--- src/hw/rtl/ltbs_pkg.sv ---
// ----------------------------------------------------------------------------
// ltbs_pkg
// Shared types and constants of the token boundary scanner: byte codes,
// token kinds, the classified item that crosses the front queue, the result.
// ----------------------------------------------------------------------------
`default_nettype none

package ltbs_pkg;

    localparam int FIFO_DEPTH = 4;
    localparam int FIFO_AW    = $clog2(FIFO_DEPTH);
    localparam int FIFO_CW    = $clog2(FIFO_DEPTH + 1);

    localparam logic [7:0] CH_SPACE  = 8'h20;
    localparam logic [7:0] CH_NL     = 8'h0A;
    localparam logic [7:0] CH_TAB    = 8'h09;
    localparam logic [7:0] CH_DQUOTE = 8'h22;
    localparam logic [7:0] CH_SQUOTE = 8'h27;
    localparam logic [7:0] CH_BSLASH = 8'h5C;
    localparam logic [7:0] CH_PERIOD = 8'h2E;
    localparam logic [7:0] CH_ZERO   = 8'h30;
    localparam logic [7:0] CH_NINE   = 8'h39;
    localparam logic [7:0] CH_UPPER_A = 8'h41;
    localparam logic [7:0] CH_LOWER_Z = 8'h7A;
    localparam logic [7:0] CH_PLUS   = 8'h2B;
    localparam logic [7:0] CH_MINUS  = 8'h2D;
    localparam logic [7:0] CH_SLASH  = 8'h2F;
    localparam logic [7:0] CH_STAR   = 8'h2A;
    localparam logic [7:0] CH_LPAREN = 8'h28;
    localparam logic [7:0] CH_RPAREN = 8'h29;
    localparam logic [7:0] CH_EQ     = 8'h3D;
    localparam logic [7:0] CH_SEMI   = 8'h3B;
    localparam logic [7:0] CH_LT     = 8'h3C;
    localparam logic [7:0] CH_GT     = 8'h3E;
    localparam logic [7:0] CH_HASH   = 8'h23;
    localparam logic [7:0] CH_BANG   = 8'h21;

    localparam logic [2:0] KIND_SEP  = 3'd0;
    localparam logic [2:0] KIND_WORD = 3'd1;
    localparam logic [2:0] KIND_NUM  = 3'd2;
    localparam logic [2:0] KIND_STR  = 3'd3;
    localparam logic [2:0] KIND_SYM  = 3'd4;

    typedef struct packed {
        logic is_blank;
        logic is_digit;
        logic is_word;
        logic is_quote;
        logic is_sym_start;
        logic is_period;
        logic is_bslash;
        logic is_eq;
        logic is_plus;
        logic is_minus;
    } ltbs_class_t;

    typedef struct packed {
        logic [7:0]  ch;
        logic        last;
        ltbs_class_t cls;
    } ltbs_item_t;

    typedef struct packed {
        logic [7:0] char_out;
        logic [2:0] token_kind;
        logic       starts_token;
        logic       closes_previous;
        logic       closes_here;
        logic       open_string_at_end;
        logic       last;
    } ltbs_result_t;

endpackage

`default_nettype wire

--- src/hw/rtl/ltbs_classify.sv ---
// ----------------------------------------------------------------------------
// ltbs_classify
// Front part: sorts each incoming byte into the character classes the
// scanner needs and packs it into a queue item.
// ----------------------------------------------------------------------------
`default_nettype none

module ltbs_classify (
    input  wire logic [7:0]          char_in,
    input  wire logic                last_char,
    output ltbs_pkg::ltbs_item_t     item
);
    import ltbs_pkg::*;

    logic is_digit;

    assign is_digit = (char_in >= CH_ZERO) && (char_in <= CH_NINE);

    always_comb
    begin
        item.ch               = char_in;
        item.last             = last_char;
        item.cls.is_blank     = (char_in == CH_SPACE) || (char_in == CH_NL) ||
                                (char_in == CH_TAB);
        item.cls.is_digit     = is_digit;
        item.cls.is_word      = is_digit ||
                                ((char_in >= CH_UPPER_A) && (char_in <= CH_LOWER_Z));
        item.cls.is_quote     = (char_in == CH_DQUOTE) || (char_in == CH_SQUOTE);
        item.cls.is_sym_start = (char_in == CH_PLUS)   || (char_in == CH_MINUS)  ||
                                (char_in == CH_SLASH)  || (char_in == CH_STAR)   ||
                                (char_in == CH_LPAREN) || (char_in == CH_RPAREN) ||
                                (char_in == CH_EQ)     || (char_in == CH_SEMI)   ||
                                (char_in == CH_LT)     || (char_in == CH_GT)     ||
                                (char_in == CH_HASH)   || (char_in == CH_BANG);
        item.cls.is_period    = (char_in == CH_PERIOD);
        item.cls.is_bslash    = (char_in == CH_BSLASH);
        item.cls.is_eq        = (char_in == CH_EQ);
        item.cls.is_plus      = (char_in == CH_PLUS);
        item.cls.is_minus     = (char_in == CH_MINUS);
    end

endmodule

`default_nettype wire

--- src/hw/rtl/ltbs_fifo.sv ---
// ----------------------------------------------------------------------------
// ltbs_fifo
// Short queue between the classifier and the scanner so that each side
// stalls on its own.
// ----------------------------------------------------------------------------
`default_nettype none

module ltbs_fifo (
    input  wire logic                 clk,
    input  wire logic                 rst_n,
    input  wire logic                 wr_en,
    input  ltbs_pkg::ltbs_item_t      wr_item,
    output logic                      full,
    output logic                      rd_valid,
    input  wire logic                 rd_en,
    output ltbs_pkg::ltbs_item_t      rd_item
);
    import ltbs_pkg::*;

    ltbs_item_t           mem [FIFO_DEPTH];
    logic [FIFO_AW-1:0]   wr_ptr_reg;
    logic [FIFO_AW-1:0]   wr_ptr_next;
    logic [FIFO_AW-1:0]   rd_ptr_reg;
    logic [FIFO_AW-1:0]   rd_ptr_next;
    logic [FIFO_CW-1:0]   count_reg;
    logic [FIFO_CW-1:0]   count_next;
    logic                 do_wr;
    logic                 do_rd;

    assign full     = (count_reg == FIFO_CW'(FIFO_DEPTH));
    assign rd_valid = (count_reg != '0);
    assign do_wr    = wr_en && !full;
    assign do_rd    = rd_en && rd_valid;
    assign rd_item  = mem[rd_ptr_reg];

    always_comb
    begin
        wr_ptr_next = wr_ptr_reg;
        rd_ptr_next = rd_ptr_reg;
        count_next  = count_reg;
        if (do_wr)
        begin
            wr_ptr_next = (wr_ptr_reg == FIFO_AW'(FIFO_DEPTH - 1)) ? '0
                                                                  : wr_ptr_reg + 1'b1;
        end
        if (do_rd)
        begin
            rd_ptr_next = (rd_ptr_reg == FIFO_AW'(FIFO_DEPTH - 1)) ? '0
                                                                  : rd_ptr_reg + 1'b1;
        end
        if (do_wr && !do_rd)
        begin
            count_next = count_reg + 1'b1;
        end
        else if (do_rd && !do_wr)
        begin
            count_next = count_reg - 1'b1;
        end
    end

    always_ff @(posedge clk or negedge rst_n)
    begin
        if (!rst_n)
        begin
            wr_ptr_reg <= '0;
            rd_ptr_reg <= '0;
            count_reg  <= '0;
        end
        else
        begin
            wr_ptr_reg <= wr_ptr_next;
            rd_ptr_reg <= rd_ptr_next;
            count_reg  <= count_next;
        end
    end

    always_ff @(posedge clk)
    begin
        if (do_wr)
        begin
            mem[wr_ptr_reg] <= wr_item;
        end
    end

endmodule

`default_nettype wire

--- src/hw/rtl/ltbs_scan.sv ---
// ----------------------------------------------------------------------------
// ltbs_scan
// Back part: runs the token state machine on classified items and holds
// each result in an output register until it is taken.
// ----------------------------------------------------------------------------
`default_nettype none

module ltbs_scan (
    input  wire logic                 clk,
    input  wire logic                 rst_n,
    input  wire logic                 in_valid,
    input  ltbs_pkg::ltbs_item_t      in_item,
    output logic                      in_take,
    output logic                      out_valid,
    input  wire logic                 out_pop,
    output ltbs_pkg::ltbs_result_t    out_result
);
    import ltbs_pkg::*;

    typedef enum logic [2:0] {
        MODE_IDLE = 3'd0,
        MODE_WORD = 3'd1,
        MODE_NUM  = 3'd2,
        MODE_STR  = 3'd3,
        MODE_ESC  = 3'd4,
        MODE_SYM  = 3'd5
    } mode_t;

    mode_t        mode_reg;
    mode_t        mode_next;
    logic         period_reg;
    logic         period_next;
    logic [7:0]   first_reg;
    logic [7:0]   first_next;
    logic         second_reg;
    logic         second_next;
    logic         out_valid_reg;
    ltbs_result_t result_reg;
    ltbs_result_t result_next;

    logic         taken;
    logic         sec_ok;
    ltbs_class_t  cls;

    assign cls        = in_item.cls;
    assign in_take    = in_valid && (!out_valid_reg || out_pop);
    assign out_valid  = out_valid_reg;
    assign out_result = result_reg;

    always_comb
    begin
        if (cls.is_eq)
        begin
            sec_ok = (first_reg == CH_PLUS) || (first_reg == CH_MINUS) ||
                     (first_reg == CH_SLASH) || (first_reg == CH_STAR) ||
                     (first_reg == CH_EQ) || (first_reg == CH_BANG);
        end
        else if (cls.is_plus)
        begin
            sec_ok = (first_reg == CH_PLUS);
        end
        else if (cls.is_minus)
        begin
            sec_ok = (first_reg == CH_MINUS);
        end
        else
        begin
            sec_ok = 1'b0;
        end
    end

    always_comb
    begin
        taken       = 1'b0;
        mode_next   = mode_reg;
        period_next = period_reg;
        first_next  = first_reg;
        second_next = second_reg;

        result_next.char_out           = in_item.ch;
        result_next.token_kind         = KIND_SEP;
        result_next.starts_token       = 1'b0;
        result_next.closes_previous    = 1'b0;
        result_next.closes_here        = 1'b0;
        result_next.open_string_at_end = 1'b0;
        result_next.last               = in_item.last;

        unique case (mode_reg)
            MODE_WORD:
            begin
                if (cls.is_word)
                begin
                    taken                  = 1'b1;
                    result_next.token_kind = KIND_WORD;
                end
            end
            MODE_NUM:
            begin
                if (!period_reg && cls.is_period)
                begin
                    period_next = 1'b1;
                    taken       = 1'b1;
                end
                else if (cls.is_digit)
                begin
                    taken = 1'b1;
                end
                if (taken)
                begin
                    result_next.token_kind = KIND_NUM;
                end
            end
            MODE_STR:
            begin
                taken                  = 1'b1;
                result_next.token_kind = KIND_STR;
                if (cls.is_bslash)
                begin
                    mode_next = MODE_ESC;
                end
                else if (cls.is_quote)
                begin
                    result_next.closes_here = 1'b1;
                    mode_next               = MODE_IDLE;
                end
            end
            MODE_ESC:
            begin
                taken                  = 1'b1;
                result_next.token_kind = KIND_STR;
                mode_next              = MODE_STR;
            end
            MODE_SYM:
            begin
                if (!second_reg && sec_ok)
                begin
                    second_next            = 1'b1;
                    taken                  = 1'b1;
                    result_next.token_kind = KIND_SYM;
                end
            end
            default:
            begin
                mode_next = MODE_IDLE;
            end
        endcase

        if (!taken)
        begin
            result_next.closes_previous = (mode_next != MODE_IDLE);
            mode_next                   = MODE_IDLE;
            if (!cls.is_blank)
            begin
                result_next.starts_token = 1'b1;
                priority if (cls.is_digit)
                begin
                    mode_next              = MODE_NUM;
                    period_next            = 1'b0;
                    result_next.token_kind = KIND_NUM;
                end
                else if (cls.is_quote)
                begin
                    mode_next              = MODE_STR;
                    result_next.token_kind = KIND_STR;
                end
                else if (cls.is_sym_start)
                begin
                    mode_next              = MODE_SYM;
                    first_next             = in_item.ch;
                    second_next            = 1'b0;
                    result_next.token_kind = KIND_SYM;
                end
                else
                begin
                    mode_next              = MODE_WORD;
                    result_next.token_kind = KIND_WORD;
                end
            end
        end

        if (in_item.last)
        begin
            if (mode_next != MODE_IDLE)
            begin
                result_next.closes_here        = 1'b1;
                result_next.open_string_at_end = (mode_next == MODE_STR) ||
                                                 (mode_next == MODE_ESC);
            end
            mode_next   = MODE_IDLE;
            period_next = 1'b0;
            first_next  = '0;
            second_next = 1'b0;
        end
    end

    always_ff @(posedge clk or negedge rst_n)
    begin
        if (!rst_n)
        begin
            mode_reg      <= MODE_IDLE;
            period_reg    <= 1'b0;
            first_reg     <= '0;
            second_reg    <= 1'b0;
            out_valid_reg <= 1'b0;
        end
        else
        begin
            if (in_take)
            begin
                mode_reg      <= mode_next;
                period_reg    <= period_next;
                first_reg     <= first_next;
                second_reg    <= second_next;
                out_valid_reg <= 1'b1;
            end
            else if (out_pop)
            begin
                out_valid_reg <= 1'b0;
            end
        end
    end

    always_ff @(posedge clk)
    begin
        if (in_take)
        begin
            result_reg <= result_next;
        end
    end

endmodule

`default_nettype wire

--- src/hw/rtl/lexer_token_boundary_scanner.sv ---
// A pushed byte is queued first; the scanner then registers its result.
// Throughput: one byte per cycle, sustained while results are popped.
// The classifier writes a four-entry queue; the scanner state machine drains
// it into a one-entry output register that parts it from the pop side.
// Reset (rst_n low, asynchronous): queue empty, scan mode idle, no result.
// ----------------------------------------------------------------------------
// lexer_token_boundary_scanner
// Marks token boundaries and token kinds in a byte stream, one byte per item.
// ----------------------------------------------------------------------------
`default_nettype none

module lexer_token_boundary_scanner (
    input  wire logic        clk,
    input  wire logic        rst_n,
    input  wire logic        push,
    output logic             full,
    input  wire logic [7:0]  char_in,
    input  wire logic        last_char,
    output logic             empty,
    input  wire logic        pop,
    output logic [7:0]       char_out,
    output logic [2:0]       token_kind,
    output logic             starts_token,
    output logic             closes_previous,
    output logic             closes_here,
    output logic             open_string_at_end,
    output logic             last
);
    import ltbs_pkg::*;

    ltbs_item_t   wr_item;
    ltbs_item_t   rd_item;
    ltbs_result_t result;
    logic         q_valid;
    logic         q_take;
    logic         out_valid;

    ltbs_classify u_classify (
        .char_in   (char_in),
        .last_char (last_char),
        .item      (wr_item)
    );

    ltbs_fifo u_fifo (
        .clk      (clk),
        .rst_n    (rst_n),
        .wr_en    (push),
        .wr_item  (wr_item),
        .full     (full),
        .rd_valid (q_valid),
        .rd_en    (q_take),
        .rd_item  (rd_item)
    );

    ltbs_scan u_scan (
        .clk        (clk),
        .rst_n      (rst_n),
        .in_valid   (q_valid),
        .in_item    (rd_item),
        .in_take    (q_take),
        .out_valid  (out_valid),
        .out_pop    (pop),
        .out_result (result)
    );

    assign empty              = !out_valid;
    assign char_out           = result.char_out;
    assign token_kind         = result.token_kind;
    assign starts_token       = result.starts_token;
    assign closes_previous    = result.closes_previous;
    assign closes_here        = result.closes_here;
    assign open_string_at_end = result.open_string_at_end;
    assign last               = result.last;

endmodule

`default_nettype wire

--- config.mk ---
export PLATFORM = sky130hd
export DESIGN_NAME = lexer_token_boundary_scanner
export DESIGN_NICKNAME = d
export VERILOG_FILES = /design/src/hw/rtl/ltbs_pkg.sv /design/src/hw/rtl/ltbs_classify.sv /design/src/hw/rtl/ltbs_fifo.sv /design/src/hw/rtl/ltbs_scan.sv /design/src/hw/rtl/lexer_token_boundary_scanner.sv
export SDC_FILE = /design/constraint.sdc
export NUM_CORES = 1
export LEC_CHECK = 0
export ABC_CLOCK_PERIOD_IN_PS = 3400
export BUFFER_PORTS_ARGS = -buffer_cell sky130_fd_sc_hd__buf_2
export CAP_MARGIN = 20
export CORE_MARGIN = 4
export CORE_UTILIZATION = 27
export CTS_CLUSTER_DIAMETER = 150
export DETAILED_ROUTE_END_ITERATION = 6
export MAX_ROUTING_LAYER = met4
export PLACE_DENSITY_LB_ADDON = 0.05
export SETUP_SLACK_MARGIN = 0.3
export SYNTH_ARGS = -nofsm -noshare
export SYNTH_HDL_FRONTEND = slang
export SYNTH_SLANG_ARGS = --single-unit
--- constraint.sdc ---
create_clock -name clk -period 3.4 [get_ports clk]
set_input_delay 0.17 -clock clk [delete_from_list [all_inputs] [get_ports clk]]
set_output_delay 0.17 -clock clk [all_outputs]
set_load 0.03 [all_outputs]
== Yosys cells after proc, flatten, opt, wreduce, memory -nomap -nowiden ==
Memories as Yosys holds them, arrays and structs flattened.
Cells that the tools add are included.
Word-level totals
  register bits after elaboration: 37
  bits in writable memories: 76
  output and inout port bits: 18
  memories: 1
Operators by class
  $add $sub $neg: 4
  magnitude comparators: 4
  equality and inequality tests: 39
  muxes and demuxes: 60
  reduce and logical (&&, ||, !) cells: 47
Memory list
  u_fifo.mem: words 4, width 19, rd ports 1, clocked after Yosys merged registers in 0, wr ports 1, line ltbs_fifo.sv:20  | ltbs_item_t mem [FIFO_DEPTH];
Operators by type and width (count)
  $eq 8x6->1 const B: 22
  $mux 8: 6
  $mux 3: 14
  $mux 1: 30
  $logic_or 1x1->1: 22
  $eq 8x4->1 const B: 2
  $eq 3x3->1 const B: 4
  $pmux 3 s4: 1
  $mux 2: 5
  $eq 3x2->1 const B: 3
  $logic_and 1x1->1: 9
  $pmux 3 s3: 1
  $reduce_bool 3->1: 3
  $eq 8x7->1 const B: 1
  $ge 8x6->1 const B: 1
  $ge 8x7->1 const B: 1
  $le 8x6->1 const B: 1
  $le 8x7->1 const B: 1
  $ne 2x1->1 const B: 4
  $logic_not 1->1: 6
  $reduce_and 6->1: 1
  $reduce_bool 2->1: 3
  $mux 5: 1
  $add 2x1->2 const B: 2
  other kinds (9): 10

== Longest topological paths before layout ==
  word-level depth: 16
  mapped depth: 10
  gate-level depth less buffers: 8

== Modules after synthesis ==
A second synthesis with hierarchy kept.
Unflattened totals
  cell total of the unflattened synthesis: 313
  area, all modules: 5077.4 um^2
Modules (own cells, without submodules)
  ltbs_fifo: times used 1, cells each 136, area each 3215.6 um^2
  ltbs_scan: times used 1, cells each 129, area each 1495.2 um^2
  ltbs_classify: times used 1, cells each 47, area each 362.8 um^2
  lexer_token_boundary_scanner: times used 1, cells each 1, area each 3.8 um^2

== Worst setup path after synthesis ==
Ideal clock, no wire load.
  path type: reg2reg
  start: register u_fifo.rd_ptr_reg[0]
  end: register u_scan.first_reg[0]
  library setup time: 0.126 ns
  arrival: 2.532 ns
  required time: 3.274 ns
  path slack: 0.742 ns
  cell stages (with the launch flop): 8
  buffers on the path: 1
  cell sequence: dfrtp_1 -> mux4_2 -> a22oi_4 -> nand3_4 -> or4_1 -> or2_0 -> buf_2 -> a221o_1
On the way
  longest elaborated chain between the ends: 9
  elaborated cells on any way between the ends: 24
  those cells by class: eq/ne: 4; mux: 15; reduce/logical: 4; memory: 1
RTL lines
  start, declared: line ltbs_fifo.sv:23  | logic [FIFO_AW-1:0] rd_ptr_reg;
  start signal, assigned: line ltbs_fifo.sv:72  | rd_ptr_reg <= rd_ptr_next;
  $mem_v2 4x19 (*)
  $mux 1: line ltbs_scan.sv:62  | else if (cls.is_minus)
  $mux 1: line ltbs_scan.sv:58  | else if (cls.is_plus)
  $mux 1: line ltbs_scan.sv:52  | if (cls.is_eq)
  $logic_and 1x1->1: line ltbs_scan.sv:135  | if (!second_reg && sec_ok)
  $mux 1: line ltbs_scan.sv:135
  $pmux 1 s4: line ltbs_scan.sv:88  | unique case (mode_reg)
  $ne 2x1->1 (no line)
  $reduce_and 6->1 (no line)
  end signal, assigned: line ltbs_scan.sv:212  | first_reg <= first_next;
  end, declared: line ltbs_scan.sv:33  | logic [7:0] first_reg;
Every way passes the cells marked *; elsewhere a longest branch is shown, timed or not. The select of a mux whose other input is x is not followed.
A chain may end at the register's enable or synchronous reset.

== Worst setup path in the final report ==
  start: register u_fifo.rd_ptr_reg[0]
  end: register u_scan.first_reg[4]
The elaborated chain is that of the path after synthesis.

==> impl_metrics.sql <==
INSERT INTO impl_metrics (metric_group, metric, value, unit) VALUES
('outcome', 'result_of_the_run', 'finished clean', ''),
('sta', 'worst-slew-pin-transition', '0.6784', 'ns'),
('cells_and_area', 'num-fill-cells', '1772', ''),
('place', 'place_congestion', '0.8586', ''),
('routing', 'ant_nets', '0', ''),
('synth', 'synth-seq-cells', '113', ''),
('synth', 'ys_types', '59', ''),
('pwr', 'power.net_switching', '1.956', 'mW'),
('sta', 'timing.fmax', '347.0', 'MHz'),
('synth', 'postSynthCellCount', '340', ''),
('setup_path', 'reg2reg_depth', '7', ''),
('sta', 'final_hold_slack', '0.02970', 'ns'),
('sta', 'setup_tns', '0', 'ns'),
('routing', 'drt-total-wl', '11660', 'um'),
('pwr', 'power.switching_fraction', '0.3345', ''),
('floorplanning', 'io_pins', '31', ''),
('synth', 'ys_seq_area_frac', '0.6603', ''),
('sta', 'final.min_clock_period', '2.882', 'ns'),
('cts', 'htreeDepth', '4', ''),
('pwr', 'power_per_cell_area', '955.8', 'nW/um^2'),
('place', 'dp_worst_slack', '0.4074', 'ns'),
('cells_and_area', 'drive_above_1_share', '0.2531', ''),
('routing', 'routed_via_density', '4.815', ''),
('synth', 'async_flop_share', '0.1858', ''),
('setup_path', 'worstSetupStartpointType', 'flop', ''),
('sta', 'final_min_period_over_clock_period', '0.8477', ''),
('floorplanning', 'floorplan.initialDensity', '0.2763', ''),
('pwr', 'power_share_of_the_clock_group', '0.317', ''),
('hold_path', 'timing.hold.worst_path_depth', '1', ''),
('floorplanning', 'fp.dieArea', '20680', 'um^2'),
('hold_path', 'worst_hold_startpoint', 'char_in[7]', ''),
('cts', 'postCtsSetupRepairBufs', '0', ''),
('floorplanning', 'coreArea', '18020', 'um^2'),
('synth', 'synth_fp_nets', '360', ''),
('run', 'maxCapViolCount', '0', ''),
('floorplanning', 'die_h', '143.8', 'um'),
('cells_and_area', 'antenna-diode-count', '0', ''),
('place', 'numPortBuffers', '30', ''),
('synth', 'syn-cell-area', '4980', 'um^2'),
('setup_path', 'worst_path_dominant_cell_family', 'simple AND/OR/NAND/NOR gates', ''),
('global_route', 'globalRoute.totalOverflow', '0', ''),
('setup_path', 'timing_worst_setup_path_type', 'flop to flop', ''),
('setup_path', 'end_kind', 'flop', ''),
('setup_path', 'r2r_end', 'u_scan.first_reg[4]', ''),
('sta', 'fin_worst_skew', '0.009319', 'ns'),
('cells_and_area', 'final_cells', '632', ''),
('routing', 'drcViolationCount', '0', ''),
('synth', 'dominantRegCellSynth', 'sky130_fd_sc_hd__edfxtp_1', ''),
('place', 'detailed_place_hpwl', '7592', 'um'),
('global_route', 'grt_start_max_net_pins', '26', ''),
('global_route', 'grt_util_all_layers', '0.1255', ''),
('setup_path', 'cp_max_fanout', '9', ''),
('global_route', 'number_of_antenna_violations_at_the_first_check_in_global_routing', '0', ''),
('cts', 'tritoncts_clock_tree', 'done', ''),
('pwr', 'power.leakage', '2.147', 'nW'),
('hold_path', 'worst_hold_path.endpoint', 'u_fifo.mem[3][18]', ''),
('sta', 'slew_violations', '0', ''),
('pwr', 'combPwrFrac', '0.309', ''),
('routing', 'first_pass_iters', '5', ''),
('sta', 'setup_viol', '0', ''),
('routing', 'via_count', '3043', ''),
('synth', 'synth-warning-count', '0', ''),
('cells_and_area', 'largest_reg_flops', '76', ''),
('setup_path', 'critPathSlowestCell', 'sky130_fd_sc_hd__mux4_2', ''),
('cts', 'clkSlewWorstSetupHoldPaths', '0.06', 'ns'),
('setup_path', 'path_buf_inv', '1', ''),
('setup_path', 'rr_startpoint', 'u_fifo.rd_ptr_reg[0]', ''),
('hold_path', 'hold_path_class', 'input pin to flop', ''),
('setup_path', 'timing.critical_path.cells', 'mux4_2 > a22oi_4 > nand3_4 > or4_1 > or2_0 > buf_4 > a221o_1', ''),
('sta', 'unrepaired_setup_endpoints_after_global_routing', 'no', ''),
('cells_and_area', 'area_delta_synth_final', '22.84', '%');
-- routing by layer --
layer,routed length [um],global-route usage,vias up
met2,5744,0.1942,67
met3,521,0.03527,4
met4,70,0.04262,0
li1,-,-,1424
met5,0,-,-
met1,5323,0.1594,1548
-- stage by stage --
stage | instance area, um^2 | total power [mW]
after floorplan | 4980 | 3.435
after global placement | 5456 | 4.076
after detailed placement | 5456 | 4.047
after CTS | 6116 | 5.936
after global routing | 6117 | 6.185
final | 6117 | 5.847
-- placed cells by master (no fill, tap or decap), drive strengths merged, types with 6 or more instances in the layout --
cell	n
a221o	8
nor3b	6
mux4	18
nand2	28
edfxtp	92
nor2b	14
inv	8
dfrtp	21
a21oi	9
o21ai	15
buf	45
nor2	17
nor3	15
clkinv	7
clkbuf	18
ha	6
-- synth_stat cells, drive strengths merged, types with 8 or more instances --
master	n	area share
edfxtp	92	0.55
nand2	28	0.021
dfrtp	21	0.11
mux4	18	0.081
nor2	17	0.013
nor3	15	0.015
o21ai	15	0.015
clkbuf	14	0.011
nor2b	14	0.018
a21oi	9	0.0090
a221o	8	0.016
inv	8	0.0060
-- kinds of logic (layout without fill, tap and decap cells) --
kind of cell / Yosys count / in the layout / share of synthesized area
AO/OA/AOI/OAI: 60 / 60 / 0.08869
multiplexers: 21 / 21 / 0.08819
AND/OR/NAND/NOR: 108 / 108 / 0.1153
XOR/XNOR: 4 / 4 / 0.007036
flip-flops: 113 / 113 / 0.6603
adder cells (fa/ha/maj): 7 / 7 / 0.01910
buffers and inverters: 27 / 90 / 0.02136
-- worst max-delay path by stage --
stage	from	end	cells past startpoint
2_1_floorplan	u_fifo.rd_ptr_reg[0]	u_scan.first_reg[0]	7
5_1_grt	u_fifo.rd_ptr_reg[0]	u_scan.first_reg[5]	7
3_3_place_gp	u_fifo.rd_ptr_reg[0]	u_scan.out_result[6]	6
3_5_place_dp	u_fifo.rd_ptr_reg[0]	u_scan.first_reg[4]	7
6_report	u_fifo.rd_ptr_reg[0]	u_scan.first_reg[4]	7
4_1_cts	u_fifo.rd_ptr_reg[0]	u_scan.first_reg[4]	7
-- cell type report --
class	count	area (um^2)	share of cell area
repair buffers	49	302.8	0.04950
well taps	229	286.5	0.04684
multi-input cells	200	1585	0.2592
clock inverters	14	190.2	0.03109
flip-flops and latches	113	3289	0.5377
inverters	9	33.78	0.005523
clock buffers	18	429.2	0.07016
-- timing repair --
item	4_1_cts	5_1_grt
endpoints found under the hold margin	30	0
hold buffers	4	0
resized for setup	0	1
endpoints found under the setup margin	0	8
-- power groups by stage --
stage | clock [mW] | combinational, mW | sequential (mW)
final | 1.85 | 1.81 | 2.19
after global routing | 1.96 | 1.98 | 2.24
after CTS | 1.90 | 1.84 | 2.19
after detailed placement | 0 | 1.83 | 2.21
after global placement | 0 | 1.86 | 2.22
after floorplan | 0 | 1.11 | 2.33
No activity file was read; power rests on OpenSTA's default activity.
